==> config.mk <==
export PLATFORM = sky130hd
export DESIGN_NAME = basic_expression_lexer_flat
export DESIGN_NICKNAME = d
export VERILOG_FILES = /design/src/sv/bel_pkg.sv /design/src/sv/bel_in_if.sv /design/src/sv/bel_out_if.sv /design/src/sv/basic_expression_lexer.sv /design/src/sv/bel_classify.sv /design/src/flat_wrapper.sv
export SDC_FILE = /design/constraint.sdc
export NUM_CORES = 1
export LEC_CHECK = 0
export BUFFER_PORTS_ARGS = -buffer_cell sky130_fd_sc_hd__buf_4
export CORE_ASPECT_RATIO = 1.5
export CORE_MARGIN = 8
export CORE_UTILIZATION = 47
export CTS_CLUSTER_DIAMETER = 150
export CTS_CLUSTER_SIZE = 14
export DETAILED_ROUTE_END_ITERATION = 7
export PLACE_DENSITY = 0.81
export SYNTH_ARGS = -nofsm -noshare
export SYNTH_HDL_FRONTEND = slang
export SYNTH_SLANG_ARGS = --single-unit
export TNS_END_PERCENT = 10
==> constraint.sdc <==
create_clock -name clk -period 1.7 [get_ports clk]
set_input_delay 0.34 -clock clk [delete_from_list [all_inputs] [get_ports clk]]
set_output_delay 0.34 -clock clk [all_outputs]
set_load 0.1 [all_outputs]
==> src/sv/bel_pkg.sv <==
package bel_pkg;

  localparam int unsigned ChWidth = 8;

  localparam logic [ChWidth-1:0] CH_STAR  = 8'h2A;
  localparam logic [ChWidth-1:0] CH_LT    = 8'h3C;
  localparam logic [ChWidth-1:0] CH_GT    = 8'h3E;
  localparam logic [ChWidth-1:0] CH_EQ    = 8'h3D;
  localparam logic [ChWidth-1:0] CH_SPACE = 8'h20;
  localparam logic [ChWidth-1:0] CH_TAB   = 8'h09;
  localparam logic [ChWidth-1:0] CH_CR    = 8'h0D;
  localparam logic [ChWidth-1:0] CH_ZERO  = 8'h30;
  localparam logic [ChWidth-1:0] CH_NINE  = 8'h39;
  localparam logic [ChWidth-1:0] CH_UPP_A = 8'h41;
  localparam logic [ChWidth-1:0] CH_UPP_Z = 8'h5A;
  localparam logic [ChWidth-1:0] CH_LOW_A = 8'h61;
  localparam logic [ChWidth-1:0] CH_LOW_Z = 8'h7A;

  typedef enum logic [3:0] {
    MODE_IDLE  = 4'b0001,
    MODE_NUM   = 4'b0010,
    MODE_IDENT = 4'b0100,
    MODE_OP    = 4'b1000
  } scan_mode_t;

  typedef enum logic [1:0] {
    PEND_NONE = 2'd0,
    PEND_STAR = 2'd1,
    PEND_LT   = 2'd2,
    PEND_GT   = 2'd3
  } pend_op_t;

  typedef enum logic [1:0] {
    KIND_BLANK  = 2'd0,
    KIND_NUMBER = 2'd1,
    KIND_IDENT  = 2'd2,
    KIND_OPER   = 2'd3
  } kind_t;

  typedef struct packed {
    scan_mode_t mode;
    pend_op_t   pend;
  } scan_state_t;

  typedef struct packed {
    logic [ChWidth-1:0] ch;
    kind_t              kind;
    logic               starts_token;
    logic               line_done;
  } result_t;

endpackage

==> src/sv/bel_in_if.sv <==
interface bel_in_if;
  import bel_pkg::*;

  logic               valid;
  logic               ready;
  logic [ChWidth-1:0] ch;
  logic               end_of_line;

  modport source (output valid, output ch, output end_of_line, input ready);
  modport sink (input valid, input ch, input end_of_line, output ready);

endinterface

==> src/sv/bel_out_if.sv <==
interface bel_out_if;
  import bel_pkg::*;

  logic               valid;
  logic               ready;
  logic [ChWidth-1:0] out_ch;
  logic [1:0]         kind;
  logic               starts_token;
  logic               line_done;

  modport source (output valid, output out_ch, output kind, output starts_token,
                  output line_done, input ready);
  modport sink (input valid, input out_ch, input kind, input starts_token,
                input line_done, output ready);

endinterface

==> src/sv/basic_expression_lexer.sv <==
// Channel  Direction  Handshake     Payload
// item     in         valid/ready   ch[7:0], end_of_line
// result   out        valid/ready   out_ch[7:0], kind[1:0], starts_token, line_done
//
// One byte per cycle sustained while the result is not stalled; each beat is held in
// the input register and then moves to the result register, from which it leaves
// once the result is taken.
// The scan state advances when a beat moves from the input register to the result
// register, which bounds the rate to one byte per cycle.
// Synchronous reset clears the valid flags and the scan state.
// A stalled result holds both registers; ready to the input drops only when both are full.
module basic_expression_lexer
  import bel_pkg::*;
(
  input  logic      clk,
  input  logic      rst,
  bel_in_if.sink    item,
  bel_out_if.source result
);

  logic               s1_valid;
  logic [ChWidth-1:0] s1_ch;
  logic               s1_eol;
  logic               o_valid;
  result_t            o_data;
  scan_state_t        state;
  scan_state_t        state_next;
  result_t            res;
  logic               advance;

  assign advance    = s1_valid && (!o_valid || result.ready);
  assign item.ready = !s1_valid || advance;

  bel_classify u_classify (
    .ch          (s1_ch),
    .end_of_line (s1_eol),
    .state       (state),
    .res         (res),
    .state_next  (state_next)
  );

  always_ff @(posedge clk) begin
    if (rst) begin
      s1_valid <= 1'b0;
    end else if (item.ready) begin
      s1_valid <= item.valid;
    end
    if (item.ready && item.valid) begin
      s1_ch  <= item.ch;
      s1_eol <= item.end_of_line;
    end
  end

  always_ff @(posedge clk) begin
    if (rst) begin
      o_valid    <= 1'b0;
      state.mode <= MODE_IDLE;
      state.pend <= PEND_NONE;
    end else if (advance) begin
      o_valid <= 1'b1;
      state   <= state_next;
    end else if (result.ready) begin
      o_valid <= 1'b0;
    end
    if (advance) begin
      o_data <= res;
    end
  end

  assign result.valid        = o_valid;
  assign result.out_ch       = o_data.ch;
  assign result.kind         = o_data.kind;
  assign result.starts_token = o_data.starts_token;
  assign result.line_done    = o_data.line_done;

  a_eol_clears: assert property (@(posedge clk) disable iff (rst)
    advance && s1_eol |=> state.mode == MODE_IDLE && state.pend == PEND_NONE)
    else $error("scan state not cleared after end of line");

  a_pend_in_op: assert property (@(posedge clk) disable iff (rst)
    state.pend != PEND_NONE |-> state.mode == MODE_OP)
    else $error("pending operator outside operator mode");

  a_blank_no_start: assert property (@(posedge clk) disable iff (rst)
    o_valid && o_data.kind == KIND_BLANK |-> !o_data.starts_token)
    else $error("whitespace marked as token start");

  a_stall_full: assert property (@(posedge clk) disable iff (rst)
    !item.ready |-> s1_valid && o_valid && !result.ready)
    else $error("input stalled while a stage is free");

endmodule

==> src/sv/bel_classify.sv <==
module bel_classify
  import bel_pkg::*;
(
  input  logic [ChWidth-1:0] ch,
  input  logic               end_of_line,
  input  scan_state_t        state,
  output result_t            res,
  output scan_state_t        state_next
);

  logic is_blank;
  logic is_digit;
  logic is_letter;
  logic joins;

  always_comb begin
    is_blank  = (ch == CH_SPACE) || (ch >= CH_TAB && ch <= CH_CR);
    is_digit  = (ch >= CH_ZERO) && (ch <= CH_NINE);
    is_letter = (ch >= CH_UPP_A && ch <= CH_UPP_Z) || (ch >= CH_LOW_A && ch <= CH_LOW_Z);
    unique case (state.pend)
      PEND_STAR:         joins = (ch == CH_STAR);
      PEND_LT, PEND_GT:  joins = (ch == CH_EQ);
      default:           joins = 1'b0;
    endcase
  end

  always_comb begin
    res.ch        = ch;
    res.line_done = end_of_line;
    state_next    = state;
    priority if (state.mode == MODE_OP && joins) begin
      res.kind          = KIND_OPER;
      res.starts_token  = 1'b0;
      state_next.mode   = MODE_IDLE;
      state_next.pend   = PEND_NONE;
    end else if (is_blank) begin
      res.kind          = KIND_BLANK;
      res.starts_token  = 1'b0;
      state_next.mode   = MODE_IDLE;
      state_next.pend   = PEND_NONE;
    end else if (is_digit) begin
      state_next.pend   = PEND_NONE;
      if (state.mode == MODE_IDENT) begin
        res.kind         = KIND_IDENT;
        res.starts_token = 1'b0;
      end else begin
        res.kind         = KIND_NUMBER;
        res.starts_token = (state.mode != MODE_NUM);
        state_next.mode  = MODE_NUM;
      end
    end else if (is_letter) begin
      state_next.pend   = PEND_NONE;
      res.kind          = KIND_IDENT;
      res.starts_token  = (state.mode != MODE_IDENT);
      state_next.mode   = MODE_IDENT;
    end else begin
      res.kind          = KIND_OPER;
      res.starts_token  = 1'b1;
      state_next.mode   = MODE_OP;
      priority if (ch == CH_STAR) begin
        state_next.pend = PEND_STAR;
      end else if (ch == CH_LT) begin
        state_next.pend = PEND_LT;
      end else if (ch == CH_GT) begin
        state_next.pend = PEND_GT;
      end else begin
        state_next.pend = PEND_NONE;
      end
    end

    // A line never pairs operators or continues tokens into the next one.
    if (end_of_line) begin
      state_next.mode = MODE_IDLE;
      state_next.pend = PEND_NONE;
    end
  end

endmodule

==> src/flat_wrapper.sv <==
// flat-port wrapper written by rule: the top's interface ports become plain ports
module basic_expression_lexer_flat import bel_pkg::*;
  (clk, rst, item_valid, item_ch, item_end_of_line, item_ready, result_valid, result_out_ch, result_kind, result_starts_token, result_line_done, result_ready);
  bel_in_if item_i ();
  bel_out_if result_i ();
  input  logic clk;
  input  logic rst;
  input wire logic [$bits(item_i.valid)-1:0] item_valid;
  input wire logic [$bits(item_i.ch)-1:0] item_ch;
  input wire logic [$bits(item_i.end_of_line)-1:0] item_end_of_line;
  output wire logic [$bits(item_i.ready)-1:0] item_ready;
  output wire logic [$bits(result_i.valid)-1:0] result_valid;
  output wire logic [$bits(result_i.out_ch)-1:0] result_out_ch;
  output wire logic [$bits(result_i.kind)-1:0] result_kind;
  output wire logic [$bits(result_i.starts_token)-1:0] result_starts_token;
  output wire logic [$bits(result_i.line_done)-1:0] result_line_done;
  input wire logic [$bits(result_i.ready)-1:0] result_ready;
  assign item_i.valid = item_valid;
  assign item_i.ch = item_ch;
  assign item_i.end_of_line = item_end_of_line;
  assign item_ready = item_i.ready;
  assign result_valid = result_i.valid;
  assign result_out_ch = result_i.out_ch;
  assign result_kind = result_i.kind;
  assign result_starts_token = result_i.starts_token;
  assign result_line_done = result_i.line_done;
  assign result_i.ready = result_ready;
  basic_expression_lexer u_core (.clk(clk), .rst(rst), .item(item_i), .result(result_i));
endmodule
==> results of run 1 <==
-- critical path, stage by stage (launching register included) --
cell and delay [ns]:
edfxtp_1 0.47, or4_1 0.57, a21oi_2 0.18, a31o_2 0.18
a2111oi_2 0.05
-- per-stage QoR --
| step | setup TNS, ns | worst slack [ns] | hold slack, ns | util, % |
|---|---|---|---|---|
| floorplan | 0 | 0.0339 | 0.403 | - |
| global placement | 0 | 0.0536 | 0.446 | 59.8 |
| detailed placement | -0.0219 | -0.0219 | 0.470 | 59.8 |
| CTS | 0 | 0.00159 | 0.227 | 64.1 |
| global route | -0.395 | -0.0745 | 0.225 | 66.0 |
| finish | -0.0125 | -0.0117 | 0.236 | 66.0 |
-- sequential cells by signal, summed over array words and instances, names as in the netlist, 2 cells and up --
signal and count:
u_core.state 6, u_core.s1_ch 8, u_core.result.out_ch 8, u_core.result.kind 2
-- layout make-up --
| class | count | area (sq um) |
|---|---|---|
| fillers | 211 | 901 |
| flip-flops and latches | 29 | 795 |
| multi-input cells | 65 | 495 |
| repair buffers | 40 | 300 |
| clock buffers | 6 | 72.6 |
| well taps | 37 | 46.3 |
| clock inverters | 2 | 33.8 |
| inverters | 1 | 3.75 |
-- how the worst max path moves through the flow --
stage                                         start                                       end  slack (ns)  depth (start not counted)
after floorplan           u_core.s1_ch[4]$_DFFE_PP_  u_core.result.starts_token$_SDFFCE_PP0P_        0.03                          5
after global placement    u_core.s1_ch[2]$_DFFE_PP_  u_core.result.starts_token$_SDFFCE_PP0P_        0.05                          4
after detailed placement  u_core.s1_ch[2]$_DFFE_PP_  u_core.result.starts_token$_SDFFCE_PP0P_       -0.02                          4
after CTS                 u_core.s1_ch[4]$_DFFE_PP_  u_core.result.starts_token$_SDFFCE_PP0P_       0.002                          4
after global routing      u_core.s1_ch[3]$_DFFE_PP_  u_core.result.starts_token$_SDFFCE_PP0P_       -0.07                          4
final                     u_core.s1_ch[7]$_DFFE_PP_  u_core.result.starts_token$_SDFFCE_PP0P_       -0.01                          4
-- metal layers --
metal / up-vias / GRT usage [%] / wire length [um]
met5: - / 0 / 0
met4: 0 / 9.62 / 65
met3: 5 / 5.16 / 145
met2: 32 / 22.6 / 1570
met1: 471 / 10.9 / 1010
li1: 465 / - / -
-- cell families (layout without fill, tap and decap cells) --
| logic type | Yosys count | count (layout) | synth area share, % |
|---|---|---|---|
| XOR/XNOR | 2 | 2 | 1.37 |
| buffers and inverters | 4 | 49 | 2.44 |
| AO/OA/AOI/OAI | 21 | 21 | 14.5 |
| flip-flops | 29 | 29 | 61.8 |
| AND/OR/NAND/NOR | 42 | 42 | 19.9 |
-- report_power, final --
group | internal (mW) | total (mW) | switching (mW)
combinational | 0.0819 | 0.241 | 0.159
sequential | 0.793 | 0.819 | 0.0259
clock | 0.431 | 0.677 | 0.246
-- Yosys cell counts, types with 2 or more instances --
| cell | n |
|---|---|
| nand2_1 | 10 |
| dfxtp_1 | 8 |
| nor4b_1 | 2 |
| o31ai_1 | 3 |
| nand3_1 | 3 |
| a21oi_1 | 3 |
| edfxtp_1 | 21 |
| nor2_1 | 7 |
| or4_1 | 2 |
| nand2b_1 | 2 |
| nand3b_1 | 2 |
| buf_6 | 2 |
| xnor2_1 | 2 |
| o21ai_0 | 4 |
-- what timing repair did --
action / 4_1_cts / 5_1_grt
endpoints found under the setup margin: 1 / 9
pin swaps: 0 / 2
setup buffers: 1 / 3
gates resized for setup: 0 / 6
==> run metrics, run 1 <==
minimum clock period 1.71 ns; share of the synthesized area in the top cell type approximately 49%; DR pass1 iterations 4; Clock Pin Slew Worst Setup and Hold Paths 0.06 ns; vias 973; Initial Utilization between 40% and 50%; area leader, netlist edfxtp_1; Die Wd 58.6 um; H-Tree Depth 2; Seq/Total Area, Yosys 61.8%; diodes inserted 0; input/output buffers 26; Fin. Hold Viols 0; Synth area leaders edfxtp_1 (49%), dfxtp_1 (13%), nand2_1 (2.9%); Netlist cell types 41; Die Ht 79.9 um; Residual DRC 0; layout cell share with drive strength beyond 1 45.5%; critical path arrival 1.72 ns; Worst Min Path Start item_ch[7]; Mapped Cells 98; Worst-Margin Slew 0.483 ns; initial antenna violation count 0; Crit Path Class reg2reg; Rel. slew slack 67.8%; Worst Reg-to-Reg Cells 4; area delta synth->final 36.5%; Mapped Area 0.00128 sq mm; CP Max Fanout 5; routed wire length 2790 um; final setup violation count 2; r2r setup slk -0.01 ns; Power Dens Cells 994 mW/mm^2; fin crit share 101%; nets@finish ~160; first-pass GRT wire length 4440 um; vias in the first global route 1030; Worst-Skew Late Latency between 0.2 and 0.3 ns; synthesis warning total 0; RR Startpoint u_core.s1_ch[7]$_DFFE_PP_; Post-synth EDFFs 21; GRT Total Usage 12.7%; Critical R2R Capture u_core.result.starts_token$_SDFFCE_PP0P_; Pwr Total 1.74 mW; most frequent cells in the layout buf_4 (40), edfxtp_1 (21), nand2_1 (9); Post-synth top flop edfxtp_1; crit end category flip-flop; Clock Sinks 29; post-cts hold buffer count 0; 1st-iter DRT viols 39; CTS buffer count 5; Max Transition Viols Final 0; vias per inst 5.41; Placed Cells 168; skew final 0.00530 ns; critical path data required time 1.71 ns; Hold WC Path Type in2reg; Post-DP HPWL a little over 2000 um; failing checks setup timing; Core ar. 0.00265 sq mm; die area between 0.004 and 0.005 sq mm; Rows 23; MaxCap Viol Count 0; commonest non-fill, non-tap cell in the layout buf_4; register bit total from synthesis 29; Max IR drop VDD 0.705 mV; clk root buf clkbuf_8; Syn Area/Cell 13.1 sq um; Antenna Nets Post-Route 0; Worst Hold Depth 1; Placer Congestion between 0.8 and 0.9; CTS tree yes; Hold Path End u_core.s1_ch[7]$_DFFE_PP_; Static Leak 0.631 nW; IO Pins 27; Synth async-reset ratio 0%; Final Instance Area approximately 0.0017 sq mm; outcome finished, violations left; setup ws final -0.0117 ns; fin cells 180; wire per inst 15.5 um; Remaining Overflow, GRT 0; FMAX 0.584 GHz; crit path launch type flip-flop; Max clock buf depth 2; largest net degree at the start of global routing 10; Mapped Nets 111; RSZ-0062 raised after global routing true; placed instance area 0.00158 sq mm
Note: power is estimated with default switching activity, not from simulation.
==> run 2, diff against run 1 <==
--- a/config.mk
+++ b/config.mk
@@ -5,6 +5,7 @@
 export SDC_FILE = /design/constraint.sdc
 export NUM_CORES = 1
 export LEC_CHECK = 0
+export ABC_AREA = 1
 export BUFFER_PORTS_ARGS = -buffer_cell sky130_fd_sc_hd__buf_4
 export CORE_ASPECT_RATIO = 1.5
 export CORE_MARGIN = 8
==> run metrics, run 2 <==
Post-synth top flop edfxtp_1; Seq/Total Area, Yosys 62.3% (+0.49 points); Netlist cell types 17 (-59%); Register Area 792 sq um (-0.31%); Synth async-reset ratio 0% (unchanged); synthesis warning total 0 (unchanged); Mapped Area 0.00127 sq mm (-0.78%); WHS 0.231 ns (-0.00476 ns); Hold WC Path Type in2reg; Synth Area in Adders 0% (unchanged); routed wire length 2490 um (-11%); Post-DP HPWL 1990 um (-2.9%); Final Instance Area 0.00162 sq mm (-7.3%); first-pass GRT wire length 4100 um (-7.8%); Setup TNS 0 ns (+0.0125 ns); Worst-Margin Slew 0.326 ns (-0.157 ns); area delta synth->final 27.5%; crit end category flip-flop; total internal power 1.14 mW (-13%); skew final 0.00371 ns (-0.00159 ns); Worst-Skew Late Latency 0.28 ns (about the same); Critical R2R Capture u_core.state[5]$_SDFFE_PP0P_; MaxCap Viol Count 0 (unchanged); area leader, netlist edfxtp_1; Fillers 217 (+2.8%); Rows 23 (unchanged); share of the synthesized area in the top cell type 49.7% (+0.39 points); nets@finish 181 (+17%); CP Max Fanout 6 (+1); Crit Path Class reg2reg; Hold Path End u_core.s1_ch[1]$_DFFE_PP_; crit path launch type flip-flop; Antenna Nets Post-Route 0 (unchanged); largest net degree at the start of global routing 13 (+3); placed instance area 0.00153 sq mm (-3.2%); Syn Area/Cell 9.48 sq um (-27%); CTS tree yes; FMAX 0.672 GHz (+15%); CTS buffer count 5 (unchanged); minimum clock period 1.49 ns (-0.224 ns); outcome complete, no violations; post-cts hold buffer count 0 (unchanged); largest family of logic cells by synthesized area simple AND/OR/NAND/NOR gates; Worst Hold Depth 1 (unchanged); Synth area leaders edfxtp_1 (50%), dfxtp_1 (13%), nand2_1 (8.3%); Die Wd 58.4 um (-0.29%); layout cell share with drive strength beyond 1 27.2% (-18 points); Clock Pin Slew Worst Setup and Hold Paths 0.06 ns (about the same); Max clock buf depth 2 (unchanged); critical path data required time 1.92 ns (+0.21 ns); Synth Area in XOR/XNOR 0% (-1.4 points); register bit total from synthesis 29 (unchanged); Max IR drop VDD 0.722 mV (+2.4%); RR Startpoint u_core.s1_ch[0]$_DFFE_PP_; most frequent cells in the layout nand2_1 (28), buf_4 (27), nor2_1 (22); Rel. slew slack 78.2% (+10 points); H-Tree Depth 2 (unchanged); clk root buf clkbuf_8; Multi-input gate area 418 sq um (-16%); Die Ht 79.7 um (-0.31%); Post-synth EDFFs 21 (unchanged); post-CTS sizing 0 (unchanged); RSZ-0062 raised after global routing false; Fin. Hold Viols 0 (unchanged); Worst Reg-to-Reg Cells 9 (+5); vias in the first global route 1022 (-0.78%); total net switching power 441 uW (+2.5%); Max Transition Viols Final 0 (unchanged); Clock Sinks 29 (unchanged); Synth Area in Compound Gates 5.81% (-8.7 points); clock network fraction of total power 33.6% (-5.4 points); initial antenna violation count 0 (unchanged); Seq pwr share 52.2% (+5.1 points); most frequent cell after synthesis nand2_1; wire per inst 12.1 um (-22%); Static Leak 0.698 nW (+11%); final setup violation count 0 (-2); input/output buffers 26 (unchanged); Simple-Gate Fraction of Synth Area 26.1% (+6.2 points); diodes inserted 0 (unchanged); synth cell count leaders nand2_1 (28), nor2_1 (22), edfxtp_1 (21), inv_1 (18); critical path arrival 1.70 ns (-0.02 ns); vias per inst 4.87 (-9.8%); Mapped Cells 134 (+37%); die area 0.00466 sq mm (-0.60%); fin crit share 87.5% (-13 points); 1st-iter DRT viols 17 (-56%); DR pass1 iterations 4 (unchanged); commonest non-fill, non-tap cell in the layout nand2_1; Pwr Total 1.58 mW (-9.0%); Post-CTS Setup Bufs 0 (-1); Power Dens Cells 976 mW/mm^2 (-1.8%); sw frac 27.9% (+3.1 points); Initial Utilization 48.5% (+0.15 points); multiplexer share of the synthesized area 0% (unchanged); IO Pins 27 (unchanged); r2r setup slk 0.21 ns (+0.22 ns); GRT Total Usage 12.0% (-0.76 points); Remaining Overflow, GRT 0 (unchanged); Combinational Power Share 14.2% (+0.3 points); Mapped Nets 147 (+32%); Residual DRC 0 (unchanged); Placer Congestion 0.864 (+0.83%); vias 1004 (+3.2%); Worst Min Path Start item_ch[1]; Core ar. 0.00262 sq mm (-1.1%)
## run 2: changes by cell type in the layout (fill, tap and decap cells not counted), sizes merged, moves of 4 or more
cell and change:
a21oi +5, buf -13, inv +18, nand2 +24, nand3 +6, nor2 +16, o31ai -4
## run 2: cell families (layout without fill, tap and decap cells)
logic type | Yosys count | count (layout)
simple gates | 72 | 72
flops | 29 | 29
buf+inv | 19 | 54
compound gates | 14 | 14
## run 2: cell type report
cell class	count	share of cell area (%)
Timing Repair Buffer	27	12.5
Multi-Input combinational cell	86	25.8
Clock inverter	3	1.08
Sequential cell	29	48.9
Tap cell	37	2.86
Clock buffer	5	4.25
Inverter	19	4.56
## run 2: worst max-delay path by stage
stage,cells after the start,startpoint,slack [ns],end
CTS,9,u_core.s1_ch[0]$_DFFE_PP_,0.23,u_core.state[5]$_SDFFE_PP0P_
detailed placement,9,u_core.s1_ch[0]$_DFFE_PP_,0.24,u_core.state[5]$_SDFFE_PP0P_
global route,9,u_core.s1_ch[0]$_DFFE_PP_,0.09,u_core.state[5]$_SDFFE_PP0P_
global placement,8,u_core.s1_ch[4]$_DFFE_PP_,0.29,u_core.result.starts_token$_SDFFCE_PP0P_
floorplan,3,u_core.result.valid$_SDFFE_PP0P_,0.05,u_core.s1_ch[0]$_DFFE_PP_
finish,9,u_core.s1_ch[0]$_DFFE_PP_,0.21,u_core.state[5]$_SDFFE_PP0P_
## run 2: critical path, stage by stage (launching register included)
cell,delay (ns)
edfxtp_1,0.48
nor2_1,0.22
nand3_1,0.11
nand3_1,0.15
nand2_1,0.09
inv_1,0.06
nand3_1,0.11
nand2_2,0.08
nand2_1,0.04
nor2_1,0.08
## run 2: per-stage QoR
step                setup slack (ns)  utilization [%]  cells
finish                         0.213             61.8    206
global placement               0.292             58.5    198
floorplan                     0.0530                -    134
CTS                            0.225             61.8    206
global route                  0.0856             61.8    206
detailed placement             0.240             58.5    198
## run 2: power by group through the flow
stage	Sequential [mW]	Clock, mW	Combinational (mW)
floorplan	0.926	0	0.0724
global placement	0.837	0	0.219
detailed placement	0.840	0	0.224
CTS	0.825	0.546	0.225
global route	0.829	0.585	0.239
finish	0.825	0.531	0.224
## run 2: layer usage
metal | vias up | GRT usage [%] | wire, um
met5 | - | 0 | 0
met4 | 0 | 11.1 | 133
met3 | 14 | 6.29 | 190
met2 | 38 | 20.8 | 1320
met1 | 446 | 8.89 | 843
li1 | 506 | - | -
==> run 3, diff against run 2 <==
--- a/config.mk
+++ b/config.mk
@@ -9,11 +9,11 @@
 export BUFFER_PORTS_ARGS = -buffer_cell sky130_fd_sc_hd__buf_4
 export CORE_ASPECT_RATIO = 1.5
 export CORE_MARGIN = 8
-export CORE_UTILIZATION = 47
-export CTS_CLUSTER_DIAMETER = 150
+export CORE_UTILIZATION = 52
+export CTS_CLUSTER_DIAMETER = 60
 export CTS_CLUSTER_SIZE = 14
 export DETAILED_ROUTE_END_ITERATION = 7
-export PLACE_DENSITY = 0.81
+export PLACE_DENSITY = 0.77
 export SYNTH_ARGS = -nofsm -noshare
 export SYNTH_HDL_FRONTEND = slang
 export SYNTH_SLANG_ARGS = --single-unit
==> constraint.sdc (replaced) <==
create_clock -name clk -period 1.5 [get_ports clk]
set_input_delay 0.3 -clock clk [delete_from_list [all_inputs] [get_ports clk]]
set_output_delay 0.3 -clock clk [all_outputs]
set_load 0.1 [all_outputs]
==> run metrics, run 3 (synthesis results as in run 2) <==
Max clock buf depth 2 (unchanged); Worst Reg-to-Reg Cells 7 (-2); GRT Total Usage 11.6% (-0.38 points); area delta synth->final 31.1%; Core ar. 0.00239 sq mm (-8.6%); Power Dens Cells 989 mW/mm^2 (+1.3%); crit path capture u_core.result.kind[1]$_SDFFCE_PP1P_; slowest stage delay, CP 0.43 ns (-0.05 ns); first-pass GRT wire length 3950 um (-3.7%); 1st-iter DRT viols 43 (+26); skew final 0.0123 ns (+0.00855 ns); commonest non-fill, non-tap cell in the layout buf_4; Post-DP HPWL 1880 um (-5.4%); Hold WC Path Type in2reg; wire per inst 12.9 um (+6.6%); initial antenna violation count 0 (unchanged); Residual DRC 0 (unchanged); vias per inst 5.19 (+6.6%); Static Leak 0.731 nW (+4.8%); largest net degree at the start of global routing 10 (-3); layout cell share with drive strength beyond 1 36.5% (+9.3 points); Clock Sinks 29 (unchanged); Die Ht 76.5 um (-3.9%); critical path data required time 1.58 ns (-0.34 ns); fin cells 202 (-1.9%); setup ws final 0.00907 ns (-0.204 ns); nets@finish 190 (+5.0%); CP max stage cell edfxtp_1; input/output buffers 26 (unchanged); Worst path top cell family by delay simple AND/OR/NAND/NOR gates; Max Transition Viols Final 0 (unchanged); r2r setup slk 0.009 ns (-0.20 ns); crit-path cells buf_4 -> nor2_1 -> nand3_1 -> nor2_2 -> nor2_1 -> inv_1 -> a21oi_1; Rel. slew slack 78.0% (-0.18 points); Register Area 795 sq um (+0.32%); placed instance area 0.00153 sq mm (-0.41%); post-cts hold buffer count 0 (unchanged); Critical R2R Capture u_core.result.kind[1]$_SDFFCE_PP1P_; Placer Congestion 0.848 (-1.8%); Worst-Skew Late Latency 0.33 ns (+0.05 ns); fin crit share 99.4% (+12 points); Antenna Nets Post-Route 0 (unchanged); Remaining Overflow, GRT 0 (unchanged); CTS buffer count 5 (unchanged); H-Tree Depth 2 (unchanged); Final Util 69.5% (+7.7 points); critical path arrival 1.57 ns (-0.13 ns); outcome complete, no violations; vias in the first global route 963 (-5.8%); MaxCap Viol Count 0 (unchanged); routed wire length 2610 um (+4.6%); crit path buf inv count 2 (+1); die area 0.00431 sq mm (-7.4%); Die Wd 56.4 um (-3.6%); Placed Cells 186 (-6.1%); Crit Path Class reg2reg; Levels on crit path 7 (-2); Max IR drop VDD 0.651 mV (-9.9%); crit path launch type flip-flop; CTS tree yes; Rows 22 (-4.3%); Multi-input gate area 447 sq um (+6.9%); Fillers 181 (-17%); Fin. Hold Viols 0 (unchanged); CP Max Fanout 3 (-3); Worst setup startpoint u_core.s1_ch[7]$_DFFE_PP_; DR pass1 iterations 6 (+2); Worst-Margin Slew 0.329 ns (+0.00274 ns); Final Instance Area 0.00167 sq mm (+2.9%); RR Startpoint u_core.s1_ch[7]$_DFFE_PP_; vias 1049 (+4.5%); minimum clock period 1.49 ns (+0.00358 ns); Setup WS pre-CTS 0.0278 ns (-0.212 ns); Clock Pin Slew Worst Setup and Hold Paths 0.08 ns (+0.02 ns); Setup TNS 0 ns (unchanged); most used cell along the critical path nor2_1; IO Pins 27 (unchanged); crit end category flip-flop; most frequent cells in the layout buf_4 (36), nand2_1 (25), edfxtp_1 (21); diodes inserted 0 (unchanged); RSZ-0062 raised after global routing true; clk root buf clkbuf_4; Initial Utilization 53.0% (+4.5 points); FMAX 0.671 GHz (-0.24%); final setup violation count 0 (unchanged)
==> run 3: cell count changes in the layout (fill, tap and decap cells not counted), sizes merged <==
cell      before  now
clkinvlp       1    0
clkinv         2    1
clkbuf         5    7
buf           27   36
==> run 3: cell type report <==
| cell class | instances | share of cell area, % |
|---|---|---|
| timing repair buffer | 36 | 16.2 |
| inverter | 19 | 4.43 |
| clock inverter | 1 | 0.301 |
| sequential | 29 | 47.7 |
| tap | 24 | 1.80 |
| multi-input combinational | 86 | 26.8 |
| clock buffer | 7 | 2.70 |
==> run 3: power by group <==
group / internal, mW / switching [mW] / total [mW]
Sequential: 0.902 / 0.0326 / 0.935
Combinational: 0.0854 / 0.194 / 0.279
Clock: 0.182 / 0.251 / 0.433
==> run 3: worst min path at each step <==
| stage | start | endpoint | cells past startpoint |
|---|---|---|---|
| 2_1_floorplan | rst | u_core.result.valid$_SDFFE_PP0P_ | 1 |
| 3_3_place_gp | u_core.state[0]$_SDFFE_PP0P_ | u_core.state[0]$_SDFFE_PP0P_ | 2 |
| 3_5_place_dp | u_core.s1_ch[6]$_DFFE_PP_ | u_core.result.out_ch[6]$_DFFE_PP_ | 0 |
| 4_1_cts | item_ch[6] | u_core.s1_ch[6]$_DFFE_PP_ | 1 |
| 5_1_grt | item_ch[3] | u_core.s1_ch[3]$_DFFE_PP_ | 1 |
| 6_report | item_ch[4] | u_core.s1_ch[4]$_DFFE_PP_ | 1 |
==> run 3: stage by stage <==
stage / hold slack, ns / power, mW
2_1_floorplan: 0.359 / 1.13
3_3_place_gp: 0.454 / 1.20
3_5_place_dp: 0.472 / 1.21
4_1_cts: 0.129 / 1.64
5_1_grt: 0.120 / 1.72
6_report: 0.143 / 1.65
==> run 3: routing by layer <==
layer	wire (um)	track usage [%]
met5	0	0
met4	63	6.04
met3	191	6.17
met2	1380	20.2
met1	971	10.3
==> run 3: what timing repair did <==
| item | CTS | global route |
|---|---|---|
| setup endpoints to repair | 1 | 6 |
| resized for setup | 0 | 13 |
| setup buffers | 1 | 7 |
| pin swaps | 0 | 5 |
